`config.mk`:
```
export PLATFORM = sky130hd
export DESIGN_NAME = srt_cell
export DESIGN_NICKNAME = d
export VERILOG_FILES = /design/src/assert_macros.svh /design/src/srt_pkg.sv /design/src/srt_cell.sv
export SDC_FILE = /design/constraint.sdc
export NUM_CORES = 1
export LEC_CHECK = 0
export BUFFER_PORTS_ARGS = -buffer_cell sky130_fd_sc_hd__buf_4
export CORE_ASPECT_RATIO = 2
export CORE_MARGIN = 1.5
export CORE_UTILIZATION = 53
export DETAILED_ROUTE_END_ITERATION = 8
export PLACE_DENSITY = 0.79
export SLEW_MARGIN = 10
export SYNTH_ARGS = -nofsm -noshare
export SYNTH_HDL_FRONTEND = slang
export SYNTH_SLANG_ARGS = --single-unit
```
`constraint.sdc`:
```
create_clock -name clk -period 5.75 [get_ports clk]
set_clock_uncertainty 0.15 [all_clocks]
set_input_delay 0.575 -clock clk [delete_from_list [all_inputs] [get_ports clk]]
set_output_delay 0.575 -clock clk [all_outputs]
set_load 0.03 [all_outputs]
```
`src/assert_macros.svh`:
```
// Assertion macros for the section translator RTL.
`ifndef ASSERT_MACROS_SVH
`define ASSERT_MACROS_SVH
`ifndef SYNTH
// Implication or plain property, checked on every rising edge out of reset.
`define SRT_ASSERT(lbl, clk, rst_n, prop) \
lbl: assert property (@(posedge clk) disable iff (!rst_n) prop) \
	else $error("section translator property violated");
// Condition that must never be seen on a rising edge out of reset.
`define SRT_NEVER(lbl, clk, rst_n, expr) \
lbl: assert property (@(posedge clk) disable iff (!rst_n) !(expr)) \
	else $error("section translator forbidden condition seen");
`else
`define SRT_ASSERT(lbl, clk, rst_n, prop)
`define SRT_NEVER(lbl, clk, rst_n, expr)
`endif
`endif

```
`src/srt_pkg.sv`:
```
// Types and constants of the section translator.
package srt_pkg;

	localparam int unsigned MAX_SECTIONS_DEF = 16;

	localparam int unsigned IDX_W   = 4;
	localparam int unsigned WORD_W  = 32;
	localparam int unsigned ADDR_W  = 64;
	localparam int unsigned COUNT_W = 5;

	// entry_index, vaddr, vsize, rawsize, rawptr, rva = 164 bits, padded
	localparam int unsigned S_TDATA_W = 168;
	// section_index, physical_address = 68 bits, padded
	localparam int unsigned M_TDATA_W = 72;

	localparam logic CMD_LOAD  = 1'b0;
	localparam logic CMD_XLATE = 1'b1;

	localparam logic [1:0] ST_OK     = 2'd0;
	localparam logic [1:0] ST_NONE   = 2'd1;
	localparam logic [1:0] ST_BEYOND = 2'd2;

	localparam logic REG_COUNT = 1'b0;
	localparam logic REG_BASE  = 1'b1;

	// One beat moving down the cell chain. For a translate beat that has
	// found its section, vaddr/rawsize/rawptr hold the matched entry.
	typedef struct packed {
		logic              valid;
		logic              cmd;
		logic [IDX_W-1:0]  entry_index;
		logic [WORD_W-1:0] vaddr;
		logic [WORD_W-1:0] vsize;
		logic [WORD_W-1:0] rawsize;
		logic [WORD_W-1:0] rawptr;
		logic [WORD_W-1:0] rva;
		logic              found;
		logic [IDX_W-1:0]  hit_idx;
	} beat_t;

	typedef struct packed {
		logic              valid;
		logic [1:0]        status;
		logic [IDX_W-1:0]  section_index;
		logic [ADDR_W-1:0] phys;
	} result_t;

endpackage

```
`src/srt_cell.sv`:
```
// One table cell: holds one section entry and checks passing translate beats.
module srt_cell #(
	parameter int unsigned CELL_ID = 0
) (
	input  logic                          clk,
	input  logic                          arst_n,
	input  logic                          advance,
	input  logic [srt_pkg::COUNT_W-1:0]   section_count,
	input  srt_pkg::beat_t                beat_in,
	output srt_pkg::beat_t                beat_out
);
	import srt_pkg::*;

	logic [WORD_W-1:0] vaddr_q;
	logic [WORD_W:0]   end_q;
	logic [WORD_W-1:0] rawsize_q;
	logic [WORD_W-1:0] rawptr_q;

	logic              valid_q;
	beat_t             beat_q;
	beat_t             beat_nxt;
	logic              load_here;
	logic              hit;
	logic [WORD_W-1:0] span;

	assign load_here = beat_in.valid && (beat_in.cmd == CMD_LOAD)
		&& (32'(beat_in.entry_index) == CELL_ID);
	assign span = (beat_in.vsize > beat_in.rawsize) ? beat_in.vsize : beat_in.rawsize;

	assign hit = beat_in.valid && (beat_in.cmd == CMD_XLATE) && !beat_in.found
		&& (CELL_ID < 32'(section_count))
		&& (beat_in.rva >= vaddr_q) && ({1'b0, beat_in.rva} <= end_q);

	always_comb begin
		beat_nxt = beat_in;
		if (hit) begin
			beat_nxt.found   = 1'b1;
			beat_nxt.hit_idx = IDX_W'(CELL_ID);
			beat_nxt.vaddr   = vaddr_q;
			beat_nxt.rawsize = rawsize_q;
			beat_nxt.rawptr  = rawptr_q;
		end
	end

	// Store the entry; the span end is summed one bit wider so it never wraps.
	always_ff @(posedge clk) begin
		if (advance && load_here) begin
			vaddr_q   <= beat_in.vaddr;
			end_q     <= {1'b0, beat_in.vaddr} + {1'b0, span};
			rawsize_q <= beat_in.rawsize;
			rawptr_q  <= beat_in.rawptr;
		end
	end

	always_ff @(posedge clk or negedge arst_n) begin
		if (!arst_n) begin
			valid_q <= 1'b0;
		end else if (advance) begin
			valid_q <= beat_in.valid;
		end
	end

	always_ff @(posedge clk) begin
		if (advance) begin
			beat_q <= beat_nxt;
		end
	end

	always_comb begin
		beat_out       = beat_q;
		beat_out.valid = valid_q;
	end

endmodule

```
# Word-level counts from Yosys, hierarchy flattened
# Index checks and enable logic that the tools add are counted.
# W data, S select, Z words.
# totals
ff_bits	300
input_bits	179
word_cells	33
# classes
add_sub_neg	1
n_lt_le_gt_ge	4
mux	3
bitwise	1
n_reduce_logical	10
# op_table
op	count
$mux W32	2
$mux W64	1
$add A32 B32 Y33	1
$le A32 B33 Y1	1
$ge A32 B32 Y1	1
$gt A32 B32 Y1	1
$logic_and A1 B1 Y1	8
$lt A1 B5 Y1 const A	1
$logic_not A4 Y1	1
$logic_not A1 Y1	1
$not A1 Y1	1

# Logic depth before layout (Yosys ltp)
# logic_depth
word_depth	6
mapped_depth	23

# Least setup slack after synthesis
# Ideal clock, no wire load.
# synth_path
path_kind	input to register
startpoint	input port beat_in[70] (netlist name)
endpoint	register end_q[30], data pin
setup_ns	0.274
t_arrival_ns	4.825
required_time_ns	5.326
path_slack_ns	0.502
cell_stages	23
cell_sequence	inv_1 > ha_1 > nor2b_1 > o21a_1 > o21ai_0 > a21oi_1 > o31a_1 > o31ai_1 > a22o_1 > clkbuf_1 > buf_2 > mux2_2 > ha_1 > inv_1 > fa_1 > nand2b_1 > a21oi_1 > nor4_1 > or4_1 > nor4b_1 > o31ai_1 > a2111oi_0 > a211oi_1
# synth_via
elab_chain_cells	3
# synth_rtl
item	line_no	text
from (decl)	srt_cell.sv:9	input srt_pkg::beat_t beat_in,
$gt A32 B32 Y1	srt_cell.sv:28	assign span = (beat_in.vsize > beat_in.rawsize) ? beat_in.vsize : beat_in.rawsize;
$mux W32 (*)	srt_cell.sv:28	
$add A32 B32 Y33 (*)	srt_cell.sv:49	end_q <= {1'b0, beat_in.vaddr} + {1'b0, span};
to (signal assigned)	srt_cell.sv:49	
to (decl)	srt_cell.sv:15	logic [WORD_W:0] end_q;
# Mark *: on every way between the ends. The rest lies on a longest branch, timed or not.
# A chain may end at the register's enable or synchronous reset.

# Worst setup path in the final report
# layout_path
startpoint	input port beat_in[90] (netlist name)
endpoint	register end_q[31], data pin
# The elaborated chain is that of the path after synthesis.

==> impl_metrics.json <==
{
  "outcome": "completed",
  "preCtsSetupSlack_ns": -0.0533,
  "drive_gt1_frac": 0.382,
  "ys_ff_latch": 300,
  "fillers": 1997,
  "first_pass_iters": 5,
  "final_hold_viol_count": 0,
  "portBuffers": 349,
  "ant_nets": 0,
  "grt_pass1_vias": 10471,
  "synth_top_family_by_area": "multiplexers",
  "cts_max_level": 1,
  "cts_resized": 0,
  "dp_cells": 1756,
  "vdd_drop_max_v": 0.000294,
  "grt_overflow": 0,
  "slew-limit-headroom": 0.279,
  "synth-adder-area-share": 0.108,
  "cp-end-kind": "flip-flop",
  "dieWidth_um": 122,
  "drt_wl_total_um": 38500,
  "synth_xor_area_frac": 0.0157,
  "vias": 10048,
  "synth_edf_count": 299,
  "whs_endpoint": "beat_out[114]",
  "power_density_mw_per_mm2": 289,
  "power_leakage_nw": 8.40,
  "yosysMostFrequentCell": "edfxtp_1",
  "synth_fp_nets": 1338,
  "start_util": 0.537,
  "place_hpwl_um": 29500,
  "yosysSeqAreaShare": 0.597,
  "grt_usage": 0.259,
  "rr_endpoint": "beat_out[138]",
  "layout_setup_ws_ns": 0.447,
  "setup_viol": 0,
  "synth_compound_area_frac": 0.0792,
  "synth_flop_cell": "edfxtp_1",
  "cp.required_ns": 5.89,
  "synth_top_cell_by_area": "edfxtp_1",
  "fin_util": 0.688,
  "synth_warnings": 0,
  "nNetsFinal": 1737,
  "synthMuxAreaShare": 0.117,
  "whs_ns": 0.0630,
  "post_drt_wl_per_cell_um": 21.3,
  "gp_congestion": 0.914,
  "synth_area_sq_mm": 0.0151,
  "ff2ff_setup_slack_ns": 1.71,
  "clk_pin_slew_ns": 0.07,
  "critPathArrivalTime_ns": 5.45,
  "fmax_mhz": 189,
  "async_flop_share": 0.00333,
  "power_mw": 5.59,
  "tightest_slew_ns": 1.08,
  "hold_path_class": "input port to flip-flop",
  "holdPathStages": 1,
  "rsz0062_at_grt": "false",
  "die_height_um": 242,
  "grt_max_degree": 84,
  "synth_simple_gate_area_share": 0.0448,
  "crit_type": "input port to flip-flop",
  "synth_area_leaders": "edfxtp_1 (60%), ha_1 (11%), mux2_4 (8.0%), inv_1 (2.8%), mux2_2 (2.5%)",
  "area_growth_pct": 28.1,
  "hp-start": "beat_in[114]",
  "die_area_sq_mm": 0.0295,
  "drc": 0,
  "postSynthAreaPerCell_sq_um": 14.6,
  "synthTopCellsByCount": "edfxtp_1 (299), ha_1 (128), inv_1 (112), mux2_4 (80), a21oi_1 (60)",
  "row_count": 87,
  "antenna_found_initial": 1,
  "cts-root-buf": "clkbuf_16",
  "period_share": 0.922,
  "drt_iter0_drc": 509,
  "r2r-start": "vaddr_q[21]",
  "r2r_cells": 9,
  "clock_latency_ns": 0.55,
  "fin_cells": 1805,
  "critPathMaxFanout": 16,
  "netlist-cell-type-count": 56,
  "period_needed_ns": 5.30,
  "cts_tree": "built",
  "cts_buffers": 26,
  "critPathLaunchType": "input port",
  "via_per_inst": 5.57,
  "synth_top_area_frac": 0.595,
  "io_pins": 350,
  "grt_pass1_wl_um": 57800,
  "cts_num_sinks": 300,
  "synthCells": 1030,
  "drv_slew": 0,
  "clockBufferDepth": 3,
  "core_sq_mm": 0.0281,
  "maxCapViolCount": 0
}
==> how the worst max path moves through the flow <==
| stage | startpoint | end | slack, ns | cells past startpoint |
|---|---|---|---|---|
| 2_1_floorplan | beat_in[70] | end_q[30] | 0.50 | 23 |
| 3_3_place_gp | beat_in[70] | end_q[31] | 0.02 | 23 |
| 3_5_place_dp | beat_in[70] | end_q[31] | -0.05 | 23 |
| 4_1_cts | beat_in[70] | end_q[31] | 0.50 | 23 |
| 5_1_grt | beat_in[70] | end_q[31] | 0.07 | 23 |
| 6_report | beat_in[90] | end_q[31] | 0.45 | 23 |
==> worst max-delay path: stages <==
cell	delay [ns]
buf_4	0.10
inv_1	0.04
ha_1	0.30
a21o_1	0.17
a21o_1	0.17
a21oi_1	0.18
o21ai_0	0.18
buf_4	0.19
o31ai_1	0.23
a22o_2	0.25
buf_12	0.17
mux2_2	0.35
ha_1	0.30
buf_4	0.16
a21oi_1	0.14
o21ai_0	0.17
nor4_1	0.38
a211oi_1	0.19
nor4_1	0.49
buf_4	0.20
nor2_1	0.06
a221oi_1	0.33
xnor2_1	0.10
==> registers in the layout (all words and copies together), names as in the netlist <==
signal / flops
beat_out: 170
rawsize_q: 32
valid_q: 1
end_q: 33
vaddr_q: 32
rawptr_q: 32
==> layout make-up <==
class                      count  area, sq um  share of cell area
tap                          356          445              0.0231
clock buffer                  28          679              0.0352
inverter                     112          420              0.0218
timing repair buffer         391         3010               0.156
sequential                   300         9000               0.466
clock inverter                19          248              0.0128
antenna                        1         2.50            0.000130
multi-input combinational    598         5520               0.286
==> power by group <==
group | switching, mW | internal, mW | total [mW]
combinational | 0.606 | 0.493 | 1.10
clock | 0.807 | 1.12 | 1.93
sequential | 0.0269 | 2.53 | 2.56
==> logic make-up (layout without fill, tap and decap cells) <==
logic type	after synthesis	after routing
fa+ha+maj	129	129
flops	300	300
buf+inv	132	550
mux	131	131
compound gates	183	183
simple gates	128	128
xor+xnor	27	27
other cells	0	1
==> repair_timing <==
action,in CTS,in global routing
endpoints found under the hold margin,1,0
hold buffers,1,0
endpoints found under the setup margin,0,0
buffers inserted,0,0
==> cell usage in the layout (no fill, tap or decap), types with 10 or more instances in the layout <==
master       n
nand4_1     20
nand2_1     30
ha_1       128
mux2_2      33
mux2_1      15
mux2_4      80
nor2b_1     11
o21ai_0     25
nor4_1      10
a21o_1      43
edfxtp_1   299
nor2_1      20
clkbuf_16   27
a21oi_1     59
buf_4      384
xnor2_1     22
inv_1      112
==> metrics by stage <==
stage | TNS, ns | cell area (sq um)
after floorplan | 0 | 15100
after global placement | 0 | 18400
after detailed placement | -0.0533 | 18400
after CTS | 0 | 19300
after global routing | 0 | 19300
final | 0 | 19300
==> layer usage <==
metal | up-vias | wire length, um | GRT usage
met1 | 4908 | 13100 | 0.269
met2 | 359 | 21800 | 0.502
met3 | 85 | 2030 | 0.0292
li1 | 4696 | - | -
met5 | - | 0 | 0
met4 | 0 | 1600 | 0.113
No activity file was read; power rests on OpenSTA's default activity.
