--- config.mk ---
export PLATFORM = sky130hd
export DESIGN_NAME = srt_resolve
export DESIGN_NICKNAME = d
export VERILOG_FILES = /design/src/assert_macros.svh /design/src/srt_pkg.sv /design/src/srt_resolve.sv
export SDC_FILE = /design/constraint.sdc
export NUM_CORES = 1
export LEC_CHECK = 0
export BUFFER_PORTS_ARGS = -buffer_cell sky130_fd_sc_hd__buf_2
export CAP_MARGIN = 20
export CORE_ASPECT_RATIO = 0.9
export CORE_MARGIN = 3
export CORE_UTILIZATION = 40
export DETAILED_ROUTE_END_ITERATION = 7
export HOLD_SLACK_MARGIN = 0.08
export PLACE_DENSITY = 0.65
export SLEW_MARGIN = 25
export SYNTH_ARGS = -nofsm -noshare
export SYNTH_HDL_FRONTEND = slang
export SYNTH_SLANG_ARGS = --single-unit
export TNS_END_PERCENT = 100
--- constraint.sdc ---
create_clock -name clk -period 5.45 [get_ports clk]
set_input_delay 1.3625 -clock clk [delete_from_list [all_inputs] [get_ports clk]]
set_output_delay 1.3625 -clock clk [all_outputs]
set_load 0.01 [all_outputs]
--- src/assert_macros.svh ---
// Assertion macros for the section translator RTL.
`ifndef ASSERT_MACROS_SVH
`define ASSERT_MACROS_SVH
`ifndef SYNTH
// Implication or plain property, checked on every rising edge out of reset.
`define SRT_ASSERT(lbl, clk, rst_n, prop) \
lbl: assert property (@(posedge clk) disable iff (!rst_n) prop) \
	else $error("section translator property violated");
// Condition that must never be seen on a rising edge out of reset.
`define SRT_NEVER(lbl, clk, rst_n, expr) \
lbl: assert property (@(posedge clk) disable iff (!rst_n) !(expr)) \
	else $error("section translator forbidden condition seen");
`else
`define SRT_ASSERT(lbl, clk, rst_n, prop)
`define SRT_NEVER(lbl, clk, rst_n, expr)
`endif
`endif

--- src/srt_pkg.sv ---
// Types and constants of the section translator.
package srt_pkg;

	localparam int unsigned MAX_SECTIONS_DEF = 16;

	localparam int unsigned IDX_W   = 4;
	localparam int unsigned WORD_W  = 32;
	localparam int unsigned ADDR_W  = 64;
	localparam int unsigned COUNT_W = 5;

	// entry_index, vaddr, vsize, rawsize, rawptr, rva = 164 bits, padded
	localparam int unsigned S_TDATA_W = 168;
	// section_index, physical_address = 68 bits, padded
	localparam int unsigned M_TDATA_W = 72;

	localparam logic CMD_LOAD  = 1'b0;
	localparam logic CMD_XLATE = 1'b1;

	localparam logic [1:0] ST_OK     = 2'd0;
	localparam logic [1:0] ST_NONE   = 2'd1;
	localparam logic [1:0] ST_BEYOND = 2'd2;

	localparam logic REG_COUNT = 1'b0;
	localparam logic REG_BASE  = 1'b1;

	// One beat moving down the cell chain. For a translate beat that has
	// found its section, vaddr/rawsize/rawptr hold the matched entry.
	typedef struct packed {
		logic              valid;
		logic              cmd;
		logic [IDX_W-1:0]  entry_index;
		logic [WORD_W-1:0] vaddr;
		logic [WORD_W-1:0] vsize;
		logic [WORD_W-1:0] rawsize;
		logic [WORD_W-1:0] rawptr;
		logic [WORD_W-1:0] rva;
		logic              found;
		logic [IDX_W-1:0]  hit_idx;
	} beat_t;

	typedef struct packed {
		logic              valid;
		logic [1:0]        status;
		logic [IDX_W-1:0]  section_index;
		logic [ADDR_W-1:0] phys;
	} result_t;

endpackage

--- src/srt_resolve.sv ---
// Tail of the chain: offset check, address sum and the output register.
module srt_resolve (
	input  logic                        clk,
	input  logic                        arst_n,
	input  logic [srt_pkg::ADDR_W-1:0]  buffer_base,
	input  srt_pkg::beat_t              beat_in,
	input  logic                        out_ready,
	output logic                        advance,
	output srt_pkg::result_t            result
);
	import srt_pkg::*;

	logic              valid_s1;
	logic              found_s1;
	logic              beyond_s1;
	logic [IDX_W-1:0]  idx_s1;
	logic [WORD_W:0]   sum_s1;
	logic [WORD_W-1:0] offset;

	logic              out_valid_q;
	logic [1:0]        status_q;
	logic [IDX_W-1:0]  idx_q;
	logic [ADDR_W-1:0] phys_q;

	assign advance = !out_valid_q || out_ready;
	assign offset  = beat_in.rva - beat_in.vaddr;

	always_ff @(posedge clk or negedge arst_n) begin
		if (!arst_n) begin
			valid_s1    <= 1'b0;
			out_valid_q <= 1'b0;
		end else if (advance) begin
			// drop load beats here: they give no result
			valid_s1    <= beat_in.valid && (beat_in.cmd == CMD_XLATE);
			out_valid_q <= valid_s1;
		end
	end

	always_ff @(posedge clk) begin
		if (advance) begin
			found_s1  <= beat_in.found;
			beyond_s1 <= offset >= beat_in.rawsize;
			idx_s1    <= beat_in.hit_idx;
			sum_s1    <= {1'b0, beat_in.rawptr} + {1'b0, offset};
			if (!found_s1) begin
				status_q <= ST_NONE;
				idx_q    <= '0;
				phys_q   <= '0;
			end else if (beyond_s1) begin
				status_q <= ST_BEYOND;
				idx_q    <= idx_s1;
				phys_q   <= '0;
			end else begin
				status_q <= ST_OK;
				idx_q    <= idx_s1;
				phys_q   <= buffer_base + ADDR_W'(sum_s1);
			end
		end
	end

	always_comb begin
		result.valid         = out_valid_q;
		result.status        = status_q;
		result.section_index = idx_q;
		result.phys          = phys_q;
	end

endmodule

Word-level counts from Yosys, hierarchy flattened --
Cells that the tools add are included.
Operators by class: $add $sub $neg 3, magnitude comparators 1, muxes and demuxes 1, bitwise operators 1, reduce and logical (&&, ||, !) cells 4
Operators with widths (count):
- adder 64 x 33 -> 64 bit | 1
- adder 32 x 32 -> 33 bit | 1
- >= comparator 32 bit | 1
- subtractor 32 bit | 1
- 2-to-1 mux 2 bit | 1
- OR reduction 2 bit | 1
- logical AND 1 bit | 1
- logical NOT 1 bit | 1
- logical OR 1 bit | 1
- NOT 1 bit | 1
Word-level totals: bits in registers 111, input bits 238, output and inout port bits 72, word-level logic and storage cells 19

Depth between registers and ports, before layout --
Gate-level depths: netlist of the first run.
depth in word-level cells 2, mapped depth 23, depth with buffers taken out 23

Least setup slack after synthesis of the first run --
No wires, ideal clock.
kind input-to-output, start input out_ready, end output advance, arrival time 4119 ps, data required time 4088 ps, path slack -32 ps, stages on the path 1, path buffers 0, cells stage by stage nand2b_1
Between the ends: longest elaborated chain between the ends 1
Ends and longest elaborated chain:
- start: declaration | RTL line srt_resolve.sv:7 | input logic out_ready,
- logical OR 1 bit | RTL line srt_resolve.sv:25 | assign advance = !out_valid_q || out_ready;
- end: declaration | RTL line srt_resolve.sv:8 | output logic advance,
No other way between the ends.

Worst setup path after layout of the first run --
start input beat_in[5] (netlist bit), end register sum_s1[28] (data pin)
Between the ends: longest elaborated chain between the ends 2
Ends and longest elaborated chain:
- start: declaration | RTL line srt_resolve.sv:6 | input srt_pkg::beat_t beat_in,
- subtractor 32 bit | RTL line srt_resolve.sv:26 | assign offset = beat_in.rva - beat_in.vaddr;
- adder 32 x 32 -> 33 bit | RTL line srt_resolve.sv:44 | sum_s1 <= {1'b0, beat_in.rawptr} + {1'b0, offset};
- end signal: assignment | RTL line srt_resolve.sv:44
- end: declaration | RTL line srt_resolve.sv:17 | logic [WORD_W:0] sum_s1;
No other way between the ends. A chain may end at the register's enable or synchronous reset.

==> qor.txt, run 1 <==
Die ar. = 27300 um^2
Clock Latency Late Sink = 0.34 ns
syn_area_per_cell = 9.15 um^2
most frequent cells in the layout = 272 x buf_2, 128 x ha_1, 110 x buf_4
Fmax = 188 MHz
outcome = completed
core area = 24600 um^2
Post-Layout Cell Count = 1825
Cells after Synth = 1109
Final Setup Violations = 0
Net count, final = 1851
Remaining Overflow, GRT = 0
total clock sinks = 111
Inst Count DP = 1802
largest net degree at the start of global routing = 64
Finished Core Util = 53.3%
VDD IR-drop max = 0.174 mV
post-synthesis async set-or-reset flop share = 1.80%
Worst-Margin Slew = 0.892 ns
# fillers = 2356
worst path arrival time = 5.42 ns
most common cell after layout, fill and taps aside = buf_2
WP data required = 5.55 ns
drt drc = 0
TritonCTS clock tree = built
Chip Width = 174 um
initial antenna violation count = 8
worst setup path class = in -> reg
Std-Cell Rows = 54
Yosys warning total = 0
final wirelength = 27.0 mm
fin crit share = 97.7%
first-pass GRT wire length = 42.8 mm
Setup Skew = 0.00470 ns
Period minus WS final = 5.32 ns
sequential-to-total area share from yosys stat = 32.8%
Antenna Violating Nets Remaining = 0
Max clock buf depth = 2
Initial Util = 41.2%
post-DP HPWL = 22.4 mm
area grow syn2layout = 29.3%
CP max stage delay = 0.48 ns
vias in the first global route = 9059
die height = 157 um
vias per cell = 5.21
Yosys cell types = 75
CP Capture Type = flop
htree depth = 3
Final Wtd Congestion = 0.883
Mapped Area = 10100 um^2
via count = 9517
Final Hold Viols = 0
PwrDens = 359 nW/um^2
crit path max fanout = 5
EDFF count, synth = 109
Multi-input gate area = 6510 um^2
GRT Util Overall = 18.9%
Primary FF master, synth = edfxtp_1
Slowest-stage cell, CP = or4_1
# port buffers = 273
Worst Hold Class = reg -> reg
Max transition margin = 40.5%
Initial DRC Count = 630
share of cells above drive strength 1 = 29.9%
Max Slew Vio Count = 0
CP Launch Type = input port
Reg area = 3320 um^2
CTS buffer count = 9
Clk pin slew, worst setup/hold paths = 0.07 ns
WL/cell = 14.8 um
IO Pins = 310
max-cap violations = 0
Yosys reg bits = 111
clk root buf = clkbuf_16
drt pass-1 iters = 4
Lkg Pwr = 0.00645 uW
post-synth net total = 1479
final cells by class:
class	instances	area share, %
clock buffers	9	1.72
repair buffers	384	16.8
diodes	3	0.0572
well taps	336	3.20
clock inverters	7	0.353
multi-input cells	876	49.6
inverters	99	2.85
flip-flops and latches	111	25.3
cells in the mapped netlist (3+ instances only):
| cell type | number | area [um^2] |
|---|---|---|
| a2111oi_0 | 4 | 35.0 |
| a211o_1 | 3 | 26.3 |
| a211oi_1 | 13 | 97.6 |
| a21boi_0 | 3 | 22.5 |
| a21o_1 | 69 | 518 |
| a21oi_1 | 94 | 470 |
| a311oi_1 | 3 | 26.3 |
| a31o_2 | 3 | 26.3 |
| a31oi_1 | 7 | 43.8 |
| and2_1 | 14 | 87.6 |
| and3_1 | 17 | 106 |
| and4_1 | 3 | 26.3 |
| buf_4 | 4 | 30.0 |
| clkbuf_1 | 15 | 56.3 |
| edfxtp_1 | 109 | 3270 |
| fa_1 | 3 | 60.1 |
| ha_1 | 129 | 1610 |
| inv_1 | 99 | 372 |
| nand2_1 | 59 | 221 |
| nand2b_1 | 17 | 106 |
| nand3_1 | 31 | 155 |
| nand3b_1 | 4 | 30.0 |
| nand4_1 | 17 | 106 |
| nor2_1 | 78 | 293 |
| nor2b_1 | 13 | 81.3 |
| nor3_1 | 19 | 95.1 |
| nor4_1 | 4 | 25.0 |
| o2111ai_1 | 6 | 52.6 |
| o211ai_1 | 11 | 82.6 |
| o21a_1 | 18 | 135 |
| o21ai_0 | 49 | 245 |
| o21ai_1 | 7 | 35.0 |
| o21bai_1 | 14 | 105 |
| o22ai_1 | 4 | 25.0 |
| o31a_1 | 6 | 52.6 |
| o31ai_1 | 14 | 105 |
| or3_1 | 10 | 62.6 |
| or4_1 | 15 | 113 |
| xnor2_1 | 47 | 412 |
| xor2_1 | 31 | 272 |
power by group:
group / internal [uW] / leakage, uW / total, uW / switching (uW)
Sequential: 1300 / 0.00121 / 1380 / 80.6
Combinational: 1240 / 0.00511 / 2720 / 1490
Clock: 312 / 0.000132 / 613 / 301
metrics by stage:
step	worst slack, ns	setup TNS [ns]	hold slack [ns]	instance area, um^2	power [uW]
2_1_floorplan	0.0317	0	0.411	10100	3190
6_report	0.127	0	0.445	13100	4720
3_5_place_dp	-0.493	-3.60	0.431	12600	4060
5_1_grt	-0.00871	-0.0120	0.477	13100	5120
4_1_cts	0.00452	0	0.450	12900	4700
3_3_place_gp	-0.448	-2.89	0.420	12600	4000
what timing repair did:
item / 4_1_cts / 5_1_grt
pin swaps: 3 / 31
gates resized for setup: 8 / 37
endpoints found under the hold margin: 0 / 0
setup buffers: 0 / 4
hold buffers: 0 / 0
setup endpoints to repair: 3 / 11
per-layer routing:
metal,global-route usage (%),wire [um]
met2,32.9,12900
met4,4.82,354
met5,0,57
met1,24.7,11900
met3,3.26,1850
worst max-delay path, delay by kind of cell:
family	cells	cell delay (ns)
buffers and inverters	7	0.82
AND/OR/NAND/NOR	4	0.73
AO/OA/AOI/OAI	9	1.47
adder cells (fa/ha/maj)	3	0.80
XOR/XNOR	2	0.24
flip-flops by register name (all words and copies together) (netlist names):
register     flops
status_q         2
beyond_s1        1
found_s1         1
out_valid_q      1
idx_s1           4
phys_q          64
sum_s1          33
valid_s1         1
idx_q            4
cells by family (layout without fill, tap and decap cells):
logic type                 after synthesis  in the layout  synth area share, %
xor gates and xnor gates                78             78                 6.73
and+or+nand+nor                        316            316                 16.2
AOI/OAI and AO/OA                      350            350                 22.9
DFF                                    111            111                 32.8
buffers and inverters                  122            499                 4.86
other                                    0              3                    0
adders and majority gates              132            132                 16.5
final timing paths:
| check | from | endpoint | slack, ns | cells past startpoint |
|---|---|---|---|---|
| setup / recovery | beat_in[5] | sum_s1[28]$_DFFE_PP_ | 0.13 | 25 |
| hold / removal | valid_s1$_DFFE_PN0P_ | out_valid_q$_DFFE_PN0P_ | 0.45 | 2 |
| setup reg to reg | sum_s1[0]$_DFFE_PP_ | phys_q[44]$_SDFFCE_PP0P_ | 1.89 | 12 |
| hold reg to reg | valid_s1$_DFFE_PN0P_ | out_valid_q$_DFFE_PN0P_ | 0.45 | 2 |
| max in group asynchronous | arst_n | valid_s1$_DFFE_PN0P_ | 4.57 | 1 |
| min in group asynchronous | arst_n | out_valid_q$_DFFE_PN0P_ | 0.79 | 1 |
Note: power is estimated with default switching activity, not from simulation.
==> run 2: changes to the inputs <==
CORE_MARGIN = not set   (was 3)
CTS_BUF_LIST = sky130_fd_sc_hd__clkbuf_16   (was not set)
SKIP_LAST_GASP = 1   (was not set)
==> run 2 against run 1 <==
Fmax down 0.27%. Count of clock-buffer cells in the layout stayed put. Clock power fell by 0.8%. Wire length down 3.0%. Critical path depth grew 2. Critical endpoint unchanged. Largest cell class unchanged.
==> qor.txt, run 2 (synthesis gave the netlist of run 1 again) <==
Die ar. = 26000 um^2 (was 27300 um^2)
Inst Count DP = 1806 (was 1802)
Initial DRC Count = 542 (was 630)
Internal = 2870 uW (was 2850 uW)
sequential share of power = 29.0% (was 29.3%)
Top reg by flops = phys_q (unchanged)
Max clock buf depth = 2 (unchanged)
VDD IR-drop max = 0.168 mV (was 0.174 mV)
via count = 9437 (was 9517)
IO Pins = 310 (unchanged)
hold path startpoint = valid_s1$_DFFE_PN0P_ (unchanged)
P_sw = 1860 uW (was 1870 uW)
die height = 153 um (was 157 um)
Setup Skew = 0.00922 ns (was 0.00470 ns)
first-pass GRT wire length = 41.3 mm (was 42.8 mm)
TritonCTS clock tree = built (unchanged)
outcome = completed (unchanged)
Max Slew Vio Count = 0 (unchanged)
Logic pwr share = 58.1% (was 57.7%)
Worst Hold Class = reg -> reg (unchanged)
clk root buf = clkbuf_16 (unchanged)
most common cell after layout, fill and taps aside = buf_2 (unchanged)
GRT Util Overall = 19.6% (was 18.9%)
Finished Cell Area = 13200 um^2 (was 13100 um^2)
Lkg Pwr = 0.00650 uW (was 0.00645 uW)
WL/cell = 14.3 um (was 14.8 um)
CP Depth = 27 (was 25)
Final Setup Violations = 0 (unchanged)
# port buffers = 273 (unchanged)
Period minus WS final = 5.34 ns (was 5.32 ns)
dpl cell area = 12700 um^2 (was 12600 um^2)
vias per cell = 5.15 (was 5.21)
Finished Core Util = 53.8% (was 53.3%)
Hold Slack = 0.463 ns (was 0.445 ns)
Largest register FFs = 64 (unchanged)
drt pass-1 iters = 5 (was 4)
RSZ-0062 raised after global routing = yes
core area = 24600 um^2 (unchanged)
fin crit share = 97.9% (was 97.7%)
Antenna Violating Nets Remaining = 0 (unchanged)
total clock sinks = 111 (unchanged)
Remaining Overflow, GRT = 0 (unchanged)
CP Capture Type = flop (unchanged)
max-cap violations = 0 (unchanged)
Clk pin slew, worst setup/hold paths = 0.07 ns (about the same)
CP startpoint = beat_in[5] (unchanged)
worst path arrival time = 5.44 ns (was 5.42 ns)
share of cells above drive strength 1 = 30.7% (was 29.9%)
Initial Util = 41.2% (unchanged)
FF-to-FF path depth = 12 (unchanged)
most frequent cells in the layout = 272 x buf_2, 127 x ha_1, 117 x buf_4 (was 272 x buf_2, 128 x ha_1, 110 x buf_4)
CTS buffer count = 9 (unchanged)
Clock Latency Late Sink = 0.35 ns (was 0.34 ns)
CP Launch Type = input port (unchanged)
Final Hold Viols = 0 (unchanged)
htree depth = 3 (unchanged)
CP Buf/Inv Count = 8 (was 7)
PwrDens = 358 nW/um^2 (was 359 nW/um^2)
RR Startpoint = sum_s1[0]$_DFFE_PP_ (unchanged)
Slowest-stage cell, CP = or4_4 (was or4_1)
drt drc = 0 (unchanged)
Top cell by count, worst path = buf_4
Fmax = 187 MHz (was 188 MHz)
final wirelength = 26.2 mm (was 27.0 mm)
hold_buf cts = 0 (unchanged)
# fillers = 2352 (was 2356)
WHS Path Cells = 2 (unchanged)
switching share of power = 39.4% (was 39.6%)
largest delay contributor family on the critical path = compound AO/OA/AOI/OAI gates (unchanged)
largest net degree at the start of global routing = 62 (was 64)
clock share of power = 12.8% (was 13.0%)
Net count, final = 1858 (was 1851)
crit path max fanout = 5 (unchanged)
WP data required = 5.55 ns (about the same)
Tot Pwr = 4730 uW (was 4720 uW)
Chip Width = 170 um (was 174 um)
vias in the first global route = 8773 (was 9059)
area grow syn2layout = 30.4% (was 29.3%)
Final Wtd Congestion = 0.919 (was 0.883)
Post-Layout Cell Count = 1832 (was 1825)
initial antenna violation count = 6 (was 8)
Worst-Margin Slew = 0.731 ns (was 0.892 ns)
post-DP HPWL = 21.7 mm (was 22.4 mm)
Max transition margin = 51.3% (was 40.5%)
biggest regs = phys_q: 64 flops, sum_s1: 33 flops (unchanged)
worst setup path class = in -> reg (unchanged)
Std-Cell Rows = 54 (unchanged)
CP max stage delay = 0.48 ns (about the same)
run 2: cell types whose count changed in the layout (fill, tap and decap cells not counted), sizes merged:
| cell | previous run | this run |
|---|---|---|
| buf | 384 | 391 |
| clkinv | 3 | 4 |
| clkinvlp | 1 | 0 |
run 2: repair_timing:
item / 4_1_cts / 5_1_grt
pin swaps: 8 / 36
setup endpoints to repair: 3 / 12
setup buffers: 1 / 6
resized for setup: 4 / 49
run 2: routing by layer:
layer  GRT usage [%]  share of wire (%)
met4            5.49                1.5
met3            3.03                5.9
met1            25.5                 46
met5               0               0.12
met2            33.6                 47
run 2: worst paths after layout:
| kind | endpoint | slack, ns |
|---|---|---|
| max | sum_s1[28]$_DFFE_PP_ | 0.11 |
| max reg2reg | phys_q[44]$_SDFFCE_PP0P_ | 1.97 |
| min reg2reg | out_valid_q$_DFFE_PN0P_ | 0.46 |
| min | out_valid_q$_DFFE_PN0P_ | 0.46 |
| min in group asynchronous | valid_s1$_DFFE_PN0P_ | 0.79 |
| max in group asynchronous | out_valid_q$_DFFE_PN0P_ | 4.57 |
run 2: final cells by class:
cell class / instances / area [um^2] / area share (%)
diodes: 3 / 7.51 / 0.0568
clock buffers: 9 / 225 / 1.70
well taps: 336 / 420 / 3.18
repair buffers: 391 / 2260 / 17.1
inverters: 99 / 374 / 2.83
flip-flops and latches: 111 / 3320 / 25.1
multi-input cells: 876 / 6560 / 49.6
clock inverters: 7 / 48.8 / 0.369
run 2: per-stage QoR:
step                  TNS [ns]  worst slack, ns
CTS                 -0.0000315       -0.0000315
floorplan                    0           0.0317
global route            -0.214          -0.0530
finish                       0            0.113
global placement         -3.33           -0.523
detailed placement       -3.84           -0.582
run 2: worst reg2reg max path, stage by stage (launching register included):
cell and delay (ns):
edfxtp_1 0.38, ha_1 0.22, inv_1 0.08, fa_1 0.17, nor2b_1 0.07, o31a_1 0.27, o41a_1 0.36, a211o_1 0.36
a31oi_1 0.32, o2bb2ai_1 0.27, o31a_1 0.47, xnor2_1 0.10, and2_1 0.16
run 2: power groups by stage:
stage	Clock, uW	Sequential (uW)	Combinational [uW]
detailed placement	0	1400	2650
global route	656	1410	3050
finish	608	1370	2750
global placement	0	1390	2610
CTS	633	1380	2670
floorplan	0	1470	1730
